<file path="src/sv/tpgc_pkg.sv">
`timescale 1ns / 1ps
`default_nettype none

package tpgc_pkg;

    // configuration port
    localparam int CFG_INDEX_BITS = 3;
    localparam int CFG_DATA_BITS  = 24;

    // register field widths
    localparam int BASE_BITS  = 24;
    localparam int INC_BITS   = 16;
    localparam int MOVE_BITS  = 8;
    localparam int FIELD_BITS = 6;

    localparam logic [BASE_BITS-1:0] BASE0_RESET = 24'd30000;

    // register indexes
    localparam logic [CFG_INDEX_BITS-1:0] REG_STAGE0_BASE  = 3'd0;
    localparam logic [CFG_INDEX_BITS-1:0] REG_STAGE0_INC   = 3'd1;
    localparam logic [CFG_INDEX_BITS-1:0] REG_STAGE0_LIMIT = 3'd2;
    localparam logic [CFG_INDEX_BITS-1:0] REG_STAGE1_BASE  = 3'd3;
    localparam logic [CFG_INDEX_BITS-1:0] REG_STAGE1_INC   = 3'd4;
    localparam logic [CFG_INDEX_BITS-1:0] REG_STAGE1_LIMIT = 3'd5;

    localparam logic SIDE_WHITE = 1'b0;
    localparam logic SIDE_BLACK = 1'b1;
    localparam logic STAGE_ZERO = 1'b0;
    localparam logic STAGE_ONE  = 1'b1;

    localparam int SECONDS_PER_MINUTE = 60;
    localparam int MINUTES_PER_HOUR   = 60;
    localparam int SECONDS_PER_HOUR   = 3600;

    typedef struct packed {
        logic black_move_done;
        logic white_move_done;
    } move_t;

    typedef struct packed {
        logic [FIELD_BITS-1:0] shown_hours;
        logic [FIELD_BITS-1:0] shown_minutes;
        logic [FIELD_BITS-1:0] shown_seconds;
        logic                  side_to_move;
        logic                  clock_running;
        logic                  current_stage;
    } shown_t;

    typedef struct packed {
        logic side_to_move;
        logic clock_running;
        logic current_stage;
    } status_t;

endpackage

`default_nettype wire

</file>
<file path="src/sv/tpgc_stream_if.sv">
`timescale 1ns / 1ps
`default_nettype none

interface tpgc_stream_if #(
    parameter type payload_t = logic
);
    logic     valid;
    logic     ready;
    payload_t data;

    modport source (output valid, output data, input ready);
    modport sink (input valid, input data, output ready);
endinterface

`default_nettype wire

</file>
<file path="src/sv/tpgc_time_split.sv">
`timescale 1ns / 1ps
`default_nettype none

module tpgc_time_split
    import tpgc_pkg::*;
#(
    parameter int TICKS_PER_SECOND = 100,
    parameter int CLOCK_BITS       = 24
) (
    input  wire logic                  clk,
    input  wire logic                  rst_n,
    input  wire logic                  item_valid,
    output logic                       item_ready,
    input  wire logic [CLOCK_BITS-1:0] item_time,
    input  wire status_t               item_status,
    tpgc_stream_if.source              shown_out
);

    localparam int MW = CLOCK_BITS + 2;
    localparam int PW = CLOCK_BITS + MW;

    localparam longint unsigned DIV_S = TICKS_PER_SECOND;
    localparam longint unsigned DIV_M = DIV_S * SECONDS_PER_MINUTE;
    localparam longint unsigned DIV_H = DIV_S * SECONDS_PER_HOUR;

    localparam int SHIFT_S = CLOCK_BITS + $clog2(DIV_S);
    localparam int SHIFT_M = CLOCK_BITS + $clog2(DIV_M);
    localparam int SHIFT_H = CLOCK_BITS + $clog2(DIV_H);

    // rounded-up reciprocals, exact for every clock value
    localparam longint unsigned RECIP_S = ((64'd1 << SHIFT_S) + DIV_S - 1) / DIV_S;
    localparam longint unsigned RECIP_M = ((64'd1 << SHIFT_M) + DIV_M - 1) / DIV_M;
    localparam longint unsigned RECIP_H = ((64'd1 << SHIFT_H) + DIV_H - 1) / DIV_H;

    localparam logic [PW-1:0] MUL_S = PW'(RECIP_S);
    localparam logic [PW-1:0] MUL_M = PW'(RECIP_M);
    localparam logic [PW-1:0] MUL_H = PW'(RECIP_H);

    localparam logic [CLOCK_BITS-1:0] SIXTY_S = CLOCK_BITS'(SECONDS_PER_MINUTE);
    localparam logic [CLOCK_BITS-1:0] SIXTY_M = CLOCK_BITS'(MINUTES_PER_HOUR);

    logic          ld1;
    logic          ld2;
    logic          v1_reg;
    logic          out_valid_reg;
    logic [PW-1:0] prod_s_reg;
    logic [PW-1:0] prod_m_reg;
    logic [PW-1:0] prod_h_reg;
    status_t       status1_reg;
    shown_t        out_data_reg;
    shown_t        out_data_next;

    logic [CLOCK_BITS-1:0] total_s;
    logic [CLOCK_BITS-1:0] total_m;
    logic [CLOCK_BITS-1:0] total_h;
    logic [CLOCK_BITS-1:0] sec_full;
    logic [CLOCK_BITS-1:0] min_full;

    assign ld2        = !out_valid_reg || shown_out.ready;
    assign ld1        = !v1_reg || ld2;
    assign item_ready = ld1;

    always_ff @(posedge clk or negedge rst_n)
    begin
        if (!rst_n)
        begin
            v1_reg        <= 1'b0;
            out_valid_reg <= 1'b0;
        end
        else
        begin
            if (ld1)
            begin
                v1_reg <= item_valid;
            end
            if (ld2)
            begin
                out_valid_reg <= v1_reg;
            end
        end
    end

    // reciprocal products
    always_ff @(posedge clk)
    begin
        if (ld1 && item_valid)
        begin
            prod_s_reg  <= PW'(item_time) * MUL_S;
            prod_m_reg  <= PW'(item_time) * MUL_M;
            prod_h_reg  <= PW'(item_time) * MUL_H;
            status1_reg <= item_status;
        end
    end

    always_comb
    begin
        total_s  = CLOCK_BITS'(prod_s_reg >> SHIFT_S);
        total_m  = CLOCK_BITS'(prod_m_reg >> SHIFT_M);
        total_h  = CLOCK_BITS'(prod_h_reg >> SHIFT_H);
        sec_full = total_s - total_m * SIXTY_S;
        min_full = total_m - total_h * SIXTY_M;

        out_data_next.shown_hours   = total_h[FIELD_BITS-1:0];
        out_data_next.shown_minutes = min_full[FIELD_BITS-1:0];
        out_data_next.shown_seconds = sec_full[FIELD_BITS-1:0];
        out_data_next.side_to_move  = status1_reg.side_to_move;
        out_data_next.clock_running = status1_reg.clock_running;
        out_data_next.current_stage = status1_reg.current_stage;
    end

    always_ff @(posedge clk)
    begin
        if (ld2 && v1_reg)
        begin
            out_data_reg <= out_data_next;
        end
    end

    assign shown_out.valid = out_valid_reg;
    assign shown_out.data  = out_data_reg;

endmodule

`default_nettype wire

</file>
<file path="src/sv/two_player_game_clock.sv">
`timescale 1ns / 1ps
`default_nettype none

// two-player game clock with per-move increment and two time-control stages.
// each transfer on move_in is one tick carrying the black and white buttons;
// each one gives exactly one transfer on shown_out with the hours, minutes and
// seconds of the clock last shown, the side to move, the running flag and the
// stage. one tick is taken every clock cycle unless back-pressure has filled
// the pipeline, and its result passes in order through the clock state
// update, the three reciprocal multipliers that split the shown time into
// seconds, minutes and hours, and the output register. back-pressure on
// shown_out stalls the pipeline stage by stage, so move_in only drops ready
// once all three stages hold results. configuration is a plain write port;
// writing stage0_base_time also reloads both clocks. no clearing pass after
// reset is needed.
module two_player_game_clock
    import tpgc_pkg::*;
#(
    parameter int TICKS_PER_SECOND = 100,
    parameter int CLOCK_BITS       = 24
) (
    input  wire logic                      clk,
    input  wire logic                      rst_n,
    input  wire logic                      cfg_we,
    input  wire logic [CFG_INDEX_BITS-1:0] cfg_index,
    input  wire logic [CFG_DATA_BITS-1:0]  cfg_data,
    tpgc_stream_if.sink                    move_in,
    tpgc_stream_if.source                  shown_out
);

    // width that holds any clock plus any base time without overflow
    localparam int WIDE = ((CLOCK_BITS > BASE_BITS) ? CLOCK_BITS : BASE_BITS) + 1;
    localparam logic [WIDE-1:0] CLOCK_MAX_WIDE =
        {{(WIDE-CLOCK_BITS){1'b0}}, {CLOCK_BITS{1'b1}}};
    localparam logic [CLOCK_BITS-1:0] RUN_FLOOR = CLOCK_BITS'(TICKS_PER_SECOND);
    localparam logic [CLOCK_BITS-1:0] ONE_TICK  = CLOCK_BITS'(1);
    localparam logic [MOVE_BITS-1:0]  ONE_MOVE  = MOVE_BITS'(1);

    function automatic logic [CLOCK_BITS-1:0] clip_clock(input logic [WIDE-1:0] value);
        logic [CLOCK_BITS-1:0] clipped;
        clipped = (value > CLOCK_MAX_WIDE) ? {CLOCK_BITS{1'b1}} : value[CLOCK_BITS-1:0];
        return clipped;
    endfunction

    function automatic logic [WIDE-1:0] widen_clock(input logic [CLOCK_BITS-1:0] value);
        return {{(WIDE-CLOCK_BITS){1'b0}}, value};
    endfunction

    // timing registers
    logic [BASE_BITS-1:0] base0_reg;
    logic [INC_BITS-1:0]  inc0_reg;
    logic [MOVE_BITS-1:0] limit0_reg;
    logic [BASE_BITS-1:0] base1_reg;
    logic [INC_BITS-1:0]  inc1_reg;
    logic [MOVE_BITS-1:0] limit1_reg;

    // game state
    logic [CLOCK_BITS-1:0] white_remaining_reg, white_remaining_next;
    logic [CLOCK_BITS-1:0] black_remaining_reg, black_remaining_next;
    logic [MOVE_BITS-1:0]  white_moves_reg, white_moves_next;
    logic [MOVE_BITS-1:0]  black_moves_reg, black_moves_next;
    logic                  stage_index_reg, stage_index_next;
    logic                  turn_reg, turn_next;
    logic                  running_reg, running_next;
    logic [CLOCK_BITS-1:0] shown_time_reg, shown_time_next;

    // a state update waiting to go into the time split
    logic    pending_reg;
    logic    split_ready;
    logic    in_fire;
    status_t pending_status;

    // per-tick working values
    logic [CLOCK_BITS-1:0] white_dec;
    logic [CLOCK_BITS-1:0] black_dec;
    logic [CLOCK_BITS-1:0] black_inc;
    logic [MOVE_BITS-1:0]  black_moves_inc;
    logic [INC_BITS-1:0]   inc_sel;
    logic [MOVE_BITS-1:0]  limit_sel;
    logic                  stage_end;
    logic [WIDE-1:0]       base1_wide;

    // a new tick may enter whenever the pending slot is empty or moving on
    assign move_in.ready = !pending_reg || split_ready;
    assign in_fire       = move_in.valid && move_in.ready;

    assign inc_sel    = (stage_index_reg == STAGE_ONE) ? inc1_reg : inc0_reg;
    assign limit_sel  = (stage_index_reg == STAGE_ONE) ? limit1_reg : limit0_reg;
    assign base1_wide = {{(WIDE-BASE_BITS){1'b0}}, base1_reg};

    always_comb
    begin
        white_remaining_next = white_remaining_reg;
        black_remaining_next = black_remaining_reg;
        white_moves_next     = white_moves_reg;
        black_moves_next     = black_moves_reg;
        stage_index_next     = stage_index_reg;
        turn_next            = turn_reg;
        running_next         = running_reg;
        shown_time_next      = shown_time_reg;

        // side to move counts down, stopping at zero
        white_dec = white_remaining_reg;
        black_dec = black_remaining_reg;
        if (turn_reg == SIDE_WHITE && white_remaining_reg != '0)
        begin
            white_dec = white_remaining_reg - ONE_TICK;
        end
        if (turn_reg == SIDE_BLACK && black_remaining_reg != '0)
        begin
            black_dec = black_remaining_reg - ONE_TICK;
        end

        black_inc = clip_clock(widen_clock(black_dec) +
                               {{(WIDE-INC_BITS){1'b0}}, inc_sel});
        black_moves_inc = black_moves_reg + ONE_MOVE;
        // stage ends only on a black move, once both counts sit at the limit
        stage_end = (limit_sel != '0) && (white_moves_reg == limit_sel) &&
                    (black_moves_inc == limit_sel);

        if (running_reg)
        begin
            white_remaining_next = white_dec;
            black_remaining_next = black_dec;
            shown_time_next      = (turn_reg == SIDE_BLACK) ? black_dec : white_dec;

            if (move_in.data.black_move_done && turn_reg == SIDE_BLACK)
            begin
                black_remaining_next = black_inc;
                black_moves_next     = black_moves_inc;
                if (stage_end)
                begin
                    stage_index_next     = STAGE_ONE;
                    white_remaining_next = clip_clock(widen_clock(white_dec) + base1_wide);
                    black_remaining_next = clip_clock(widen_clock(black_inc) + base1_wide);
                    white_moves_next     = '0;
                    black_moves_next     = '0;
                end
                shown_time_next = black_remaining_next;
                turn_next       = SIDE_WHITE;
            end
            else if (move_in.data.white_move_done && turn_reg == SIDE_WHITE)
            begin
                white_remaining_next = clip_clock(widen_clock(white_dec) +
                                                  {{(WIDE-INC_BITS){1'b0}}, inc_sel});
                white_moves_next     = white_moves_reg + ONE_MOVE;
                shown_time_next      = white_remaining_next;
                turn_next            = SIDE_BLACK;
            end

            // stop for good once either side is under one second
            running_next = !((white_remaining_next < RUN_FLOOR) ||
                             (black_remaining_next < RUN_FLOOR));
        end
    end

    always_ff @(posedge clk or negedge rst_n)
    begin
        if (!rst_n)
        begin
            base0_reg           <= BASE0_RESET;
            inc0_reg            <= '0;
            limit0_reg          <= '0;
            base1_reg           <= '0;
            inc1_reg            <= '0;
            limit1_reg          <= '0;
            white_remaining_reg <= clip_clock({{(WIDE-BASE_BITS){1'b0}}, BASE0_RESET});
            black_remaining_reg <= clip_clock({{(WIDE-BASE_BITS){1'b0}}, BASE0_RESET});
            white_moves_reg     <= '0;
            black_moves_reg     <= '0;
            stage_index_reg     <= STAGE_ZERO;
            turn_reg            <= SIDE_WHITE;
            running_reg         <= 1'b1;
            shown_time_reg      <= '0;
            pending_reg         <= 1'b0;
        end
        else
        begin
            if (cfg_we)
            begin
                case (cfg_index)
                    REG_STAGE0_BASE:
                    begin
                        base0_reg           <= cfg_data[BASE_BITS-1:0];
                        // new starting time reloads both clocks
                        white_remaining_reg <= clip_clock({{(WIDE-BASE_BITS){1'b0}},
                                                           cfg_data[BASE_BITS-1:0]});
                        black_remaining_reg <= clip_clock({{(WIDE-BASE_BITS){1'b0}},
                                                           cfg_data[BASE_BITS-1:0]});
                    end
                    REG_STAGE0_INC:   inc0_reg   <= cfg_data[INC_BITS-1:0];
                    REG_STAGE0_LIMIT: limit0_reg <= cfg_data[MOVE_BITS-1:0];
                    REG_STAGE1_BASE:  base1_reg  <= cfg_data[BASE_BITS-1:0];
                    REG_STAGE1_INC:   inc1_reg   <= cfg_data[INC_BITS-1:0];
                    REG_STAGE1_LIMIT: limit1_reg <= cfg_data[MOVE_BITS-1:0];
                    default:
                    begin
                    end
                endcase
            end
            else if (in_fire)
            begin
                white_remaining_reg <= white_remaining_next;
                black_remaining_reg <= black_remaining_next;
                white_moves_reg     <= white_moves_next;
                black_moves_reg     <= black_moves_next;
                stage_index_reg     <= stage_index_next;
                turn_reg            <= turn_next;
                running_reg         <= running_next;
                shown_time_reg      <= shown_time_next;
            end

            if (move_in.ready)
            begin
                pending_reg <= move_in.valid;
            end
        end
    end

    // the state registers themselves carry the pending result: they only
    // change on a transfer, which needs the pending slot to be free
    assign pending_status.side_to_move  = turn_reg;
    assign pending_status.clock_running = running_reg;
    assign pending_status.current_stage = stage_index_reg;

    tpgc_time_split #(
        .TICKS_PER_SECOND (TICKS_PER_SECOND),
        .CLOCK_BITS       (CLOCK_BITS)
    ) u_time_split (
        .clk         (clk),
        .rst_n       (rst_n),
        .item_valid  (pending_reg),
        .item_ready  (split_ready),
        .item_time   (shown_time_reg),
        .item_status (pending_status),
        .shown_out   (shown_out)
    );

endmodule

`default_nettype wire

</file>
<file path="src/flat_wrapper.sv">
// flat-port wrapper written by rule: the top's interface ports become plain ports
module two_player_game_clock_flat import tpgc_pkg::*;
#(
    parameter int TICKS_PER_SECOND = 100,
    parameter int CLOCK_BITS       = 24
)
  (clk, rst_n, cfg_we, cfg_index, cfg_data, move_in_valid, move_in_data, move_in_ready, shown_out_valid, shown_out_data, shown_out_ready);
  tpgc_stream_if #(.payload_t(move_t)) move_in_i ();
  tpgc_stream_if #(.payload_t(shown_t)) shown_out_i ();
  input  wire logic clk;
  input  wire logic rst_n;
  input  wire logic cfg_we;
  input  wire logic [CFG_INDEX_BITS-1:0] cfg_index;
  input  wire logic [CFG_DATA_BITS-1:0] cfg_data;
  input wire logic [$bits(move_in_i.valid)-1:0] move_in_valid;
  input wire logic [$bits(move_in_i.data)-1:0] move_in_data;
  output wire logic [$bits(move_in_i.ready)-1:0] move_in_ready;
  output wire logic [$bits(shown_out_i.valid)-1:0] shown_out_valid;
  output wire logic [$bits(shown_out_i.data)-1:0] shown_out_data;
  input wire logic [$bits(shown_out_i.ready)-1:0] shown_out_ready;
  assign move_in_i.valid = move_in_valid;
  assign move_in_i.data = move_in_data;
  assign move_in_ready = move_in_i.ready;
  assign shown_out_valid = shown_out_i.valid;
  assign shown_out_data = shown_out_i.data;
  assign shown_out_i.ready = shown_out_ready;
  two_player_game_clock #(.TICKS_PER_SECOND(TICKS_PER_SECOND), .CLOCK_BITS(CLOCK_BITS)) u_core (.clk(clk), .rst_n(rst_n), .cfg_we(cfg_we), .cfg_index(cfg_index), .cfg_data(cfg_data), .move_in(move_in_i), .shown_out(shown_out_i));
endmodule
</file>
<file path="config.mk">
export PLATFORM = sky130hd
export DESIGN_NAME = two_player_game_clock_flat
export DESIGN_NICKNAME = d
export VERILOG_FILES = /design/src/sv/tpgc_pkg.sv /design/src/sv/tpgc_stream_if.sv /design/src/sv/tpgc_time_split.sv /design/src/sv/two_player_game_clock.sv /design/src/flat_wrapper.sv
export SDC_FILE = /design/constraint.sdc
export NUM_CORES = 2
export LEC_CHECK = 0
export ABC_AREA = 1
export BUFFER_PORTS_ARGS = -buffer_cell sky130_fd_sc_hd__buf_4
export CAP_MARGIN = 20
export CORE_ASPECT_RATIO = 0.9
export CORE_MARGIN = 2
export CORE_UTILIZATION = 52
export CTS_CLUSTER_SIZE = 40
export DETAILED_ROUTE_END_ITERATION = 8
export PLACE_DENSITY_LB_ADDON = 0.2
export SETUP_SLACK_MARGIN = 0.02
export SYNTH_ARGS = -nofsm -noshare
export SYNTH_HDL_FRONTEND = slang
export SYNTH_SLANG_ARGS = --single-unit
</file>
<file path="constraint.sdc">
create_clock -name clk -period 5.8 [get_ports clk]
set_input_delay 0.87 -clock clk [delete_from_list [all_inputs] [get_ports clk]]
set_output_delay 0.87 -clock clk [all_outputs]
set_load 0.01 [all_outputs]
</file>
## Word-level counts from Yosys, hierarchy flattened

Index checks and enable logic that the tools add are counted.

- Logic and storage cells: 128
- Output and inout port bits: 23
- Flip-flop bits (word level): 322
- Input port bits: 34

- Multiplexer cells: 32
- Bitwise logic cells: 2
- Reduce and logical (&&, ||, !) cells: 36
- $mul: 5
- Equal/unequal tests: 9
- Add/subtract/negate cells: 10
- Order comparisons: 6

Operators by type and width:

| operator | count |
|---|---|
| 24-bit 2-to-1 mux | 23 |
| 25-bit by 24-bit > comparator with 1-bit output (second input constant) | 4 |
| 24-bit by 16-bit adder with 25-bit output | 2 |
| 24-bit by 24-bit adder with 25-bit output | 2 |
| 24-bit by 25-bit multiplier with 49-bit output (second input constant) | 1 |
| 24-bit by 7-bit < comparator with 1-bit output (second input constant) | 2 |
| 24-bit nonzero test | 2 |
| 24-bit by 1-bit subtractor with 24-bit output (second input constant) | 2 |
| 24-bit by 22-bit multiplier with 46-bit output (second input constant) | 1 |
| 8-bit 2-to-1 mux | 5 |
| 24-bit by 25-bit multiplier with 37-bit output (second input constant) | 1 |
| 8-bit by 1-bit adder with 8-bit output (second input constant) | 2 |
| 8-bit equality test | 2 |
| 16-bit 2-to-1 mux | 1 |
| 12-bit by 4-bit multiplier with 4-bit output (second input constant) | 1 |
| 2-bit AND reduction | 6 |
| 6-bit subtractor | 2 |
| 5-bit AND reduction | 2 |
| 1-bit logical AND | 9 |
| 4-bit AND reduction | 2 |
| 8-bit nonzero test | 1 |
| 3-bit by 2-bit equality test with 1-bit output (second input constant) | 2 |
| 3-bit equality test (second input constant) | 2 |
| 6-bit by 4-bit multiplier with 4-bit output (second input constant) | 1 |
| other kinds (9) | 22 |

## Depth between registers and ports, before layout

- Word-level depth: 16
- Mapped depth: 47
- Depth with buffers taken out: 46

## By module

From an unflattened synthesis, not the netlist that was laid out.

- Cell total of the unflattened synthesis: 5,690
- Area, all modules: 45,128.3 sq um

Modules (own cells, without submodules):

| module | times used | area an instance (sq um) | cells each | sequential area each (sq um) |
|---|---|---|---|---|
| tpgc_time_split | 1 | 29,324.4 | 3,257 | 1,311.3 |
| two_player_game_clock | 1 | 15,803.9 | 2,433 | 4,122.7 |

## Worst setup path before layout

OpenSTA, ideal clock, no wires.

- Kind: register to register
- Start: reg u_core.shown_time_reg[7]
- End: reg u_core.u_time_split.prod_s_reg[32] (data pin)
- Required time: 5,540 ps
- Path buffers: 0
- Library setup time: 260 ps
- Slack: -406 ps
- Clock period less this slack: 6,206 ps
- Cell stages (with the launch flop): 20
- Data arrival time: 5,946 ps
- Path through: dfrtp_1 fa_1 inv_1 fa_1 inv_1 fa_1 inv_1 fa_1 fa_1 inv_1 fa_1 fa_1 ha_1 and3_1 a211oi_1 o21ai_0 a31o_2 a221oi_1 nand2_1 xor2_1

- Longest elaborated chain between the ends: 1

Ends and longest elaborated chain:

| item | line | source |
|---|---|---|
| start, declared | two_player_game_clock.sv:65 | `logic [CLOCK_BITS-1:0] shown_time_reg, shown_time_next;` |
| start signal, assigned | two_player_game_clock.sv:210 | `shown_time_reg <= shown_time_next;` |
| 24-bit by 25-bit multiplier with 37-bit output | tpgc_time_split.sv:88 | `prod_s_reg <= PW'(item_time) * MUL_S;` |
| end signal, assigned | tpgc_time_split.sv:88 |  |
| end, declared | tpgc_time_split.sv:46 | `logic [PW-1:0] prod_s_reg;` |

No other way between the ends.
A chain may end at the register's enable or synchronous reset.

## Worst setup path in the final report

- Start: reg u_core.shown_time_reg[18]
- End: reg u_core.u_time_split.prod_m_reg[39] (data pin)

- Longest elaborated chain between the ends: 1

Ends and longest elaborated chain:

| item | line | source |
|---|---|---|
| 24-bit by 25-bit multiplier with 49-bit output | tpgc_time_split.sv:89 | `prod_m_reg <= PW'(item_time) * MUL_M;` |
| end signal, assigned | tpgc_time_split.sv:89 |  |
| end, declared | tpgc_time_split.sv:47 | `logic [PW-1:0] prod_m_reg;` |

No other way between the ends.

==> summary.txt <==
Cts hold-fix bufs: 0
# nets final: 7626
Num rows: 100
Core area: 83080 um2
Starting density of the core: 52.75%
Crit path largest cell delay: 600 ps
Critical path startpoint category: flop
Vias in the first global route: 42511
Largest net degree at the start of global routing: 85
Die Wd: 310.0 um
CTS Sinks: 208
CP cell instances: fa_2, buf_6, buf_4, fa_1, inv_1, fa_1, fa_1, inv_1, fa_2, ha_1, ha_1, ha_1, buf_4, nand2_1, nor4_4, buf_4, o211ai_1, nand3_1, xor2_1
Crit path buffers/inverters: 6
Synth unique cells: 71
Mapped Cells: 5309
IO Count: 57
HPWL after DPL: 163600 um
Top FF cell, synth: dfrtp_1
Most frequent cells in the layout: inv_1 (1147), buf_4 (912), nand2_1 (774)
Share of layout cells above drive strength 1: 28.89%
Slew @ Worst Pin: 1285 ps
EDFF count, synth: 42
Crit Path Class: reg2reg
Fin crit share: 111.3%
TritonCTS clock tree: done
Routed len/inst: 26.06 um
Slew margin rel.: 14.02%
Worst Setup Slack, final: -656.3 ps
Critical Path AT: 6850 ps
Detailed-route DRC error count: 0
Die Span Y: 279.4 um
Worst-path fanout max: 4
GPL Wtd Cong: 1.116
All-Layer GR Usage: 44.49%
Pins over their slew limit: 0
Reg-to-reg startpoint: u_core.shown_time_reg[18]
CTS buffer count: 28
Mapped Area: 43830 um2
Layout area overhead: 31.91%
Setup crit end kind: flop
Critical path's slowest cell: fa_1
Total Wirelength: 194300 um
Worst EP required: 6200 ps
PortBufs: 56
Mapped Nets: 6630
Initial antenna violation count: 9
Die footprint: 86630 um2
Final setup fails: 42
Post-DP Area: 51960 um2
Max_cap viols: 0
Via density: 5.713
H-tree depth: 1
Violated checks: setup timing
FMAX: 154.9 MHz
Flop2flop setup slack: -660 ps
Post-synthesis async set-or-reset flop share: 79.81%
Clk slew on worst S/H paths: 70 ps
Unrepaired setup endpoints after global routing: true
Vias: 42598
Worst-Skew Late Latency: 650 ps
Most common cell after layout, fill and taps aside: inv_1
Count of yosys warnings during synthesis: 0
Design area: 57810 um2
Average size of a mapped cell: 8.255 um2
DRT antenna net count: 0
Final Critical Period: 6456 ps
First-pass GRT wire length: 278400 um
R2R Path End: u_core.u_time_split.prod_m_reg[39]
Clk_skew: 59.91 ps
CP delay by family, top: adder cells
First-pass DRT Iterations: 6
Total grt overflow: 0
CTS max path bufs: 3
Status: complete, but fails checks
Initial DRC count: 4386
Post-synthesis sequential area ratio: 12.40%
R2R depth: 19
Root Buffer: clkbuf_16
Fillers: 6765
Synth Register Bits: 208
Worst hold path class: in2async
Hold Vio Cnt, Final: 0
-- kinds of logic after synthesis --
| logic type | count (synthesis) | share of synthesized area, % |
|---|---|---|
| buf+inv | 1298 | 11.33 |
| fa+ha+maj | 1287 | 47.70 |
| flops | 208 | 12.40 |
| xor+xnor | 153 | 3.057 |
| compound gates | 700 | 9.121 |
| mux | 8 | 0.2056 |
| simple gates | 1655 | 16.18 |
-- worst register-to-register path, delay by kind of cell, from the launching register on --
kind | cells | cell delay [ps]
compound gates | 1 | 320
xor+xnor | 1 | 100
fa+ha+maj | 8 | 3630
buf+inv | 6 | 780
flops | 1 | 520
simple gates | 3 | 890
-- worst max path at each step --
stage | from | end | cells past startpoint
floorplan | u_core.shown_time_reg[7] | u_core.u_time_split.prod_s_reg[32] | 19
global placement | u_core.shown_time_reg[8] | u_core.u_time_split.prod_m_reg[39] | 19
detailed placement | u_core.shown_time_reg[8] | u_core.u_time_split.prod_m_reg[39] | 20
CTS | u_core.shown_time_reg[23] | u_core.u_time_split.prod_m_reg[39] | 18
global route | u_core.shown_time_reg[18] | u_core.u_time_split.prod_m_reg[39] | 19
finish | u_core.shown_time_reg[18] | u_core.u_time_split.prod_m_reg[39] | 19
-- metal layers --
metal / track usage, % / vias up / part of all wire [%]
met2: 62.93 / 2536 / 40
met1: 61.53 / 20748 / 40
met3: 16.61 / 591 / 14
met5: 0 / - / 0.039
met4: 17.18 / 12 / 5.5
li1: - / 18711 / -
-- what timing repair did --
item,in CTS,in global routing
resized for setup,449,478
buffers inserted,76,79
setup endpoints to repair,67,67
cloned,1,0
pin swaps,201,297
-- area by class of cell --
type	instances	area [um2]	share of cell area, %
antenna	7	17.52	0.03030
clock buffer	37	797.0	1.379
clock inverter	15	137.6	0.2381
inverter	1229	4651	8.045
multi-input combinational	3803	36940	63.89
sequential	208	5451	9.430
tap	1122	1404	2.428
timing repair buffer	1035	8418	14.56
-- synth_stat cells (all sizes together), types with 13 or more instances --
master | n | area share (%)
a21o | 18 | 0.31
o21ai | 246 | 2.8
a22oi | 34 | 0.58
dfrtp | 151 | 8.6
clkbuf | 46 | 0.39
nand3 | 199 | 2.4
nor2 | 387 | 3.6
xnor2 | 51 | 1.0
edfxtp | 42 | 2.9
fa | 640 | 29
nor4 | 18 | 0.26
nor3 | 49 | 0.62
dfstp | 15 | 0.90
ha | 647 | 18
o22ai | 17 | 0.24
nand4 | 56 | 0.80
xor2 | 102 | 2.0
nand2 | 924 | 8.1
o21bai | 13 | 0.22
a21oi | 298 | 3.6
buf | 23 | 0.41
inv | 1227 | 11
-- metrics by stage --
| step | setup slack [ps] | instances | utilization [%] | hold slack, ps | TNS [ps] |
|---|---|---|---|---|---|
| final | -656.3 | 7456 | 69.59 | 283.0 | -8942 |
| after global routing | -673.3 | 7450 | 69.57 | 374.9 | -15420 |
| after CTS | -468.3 | 7390 | 66.62 | 345.7 | -4031 |
| after detailed placement | -1198 | 7268 | 62.55 | 406.3 | -26550 |
| after global placement | -2009 | 7267 | 62.54 | 401.7 | -25540 |
| after floorplan | 11.30 | 5309 | - | 400.3 | 0 |
Power is left out: the tool's default activity adds up to more than one toggle a clock period on the data nets, which glitch-free logic cannot reach.
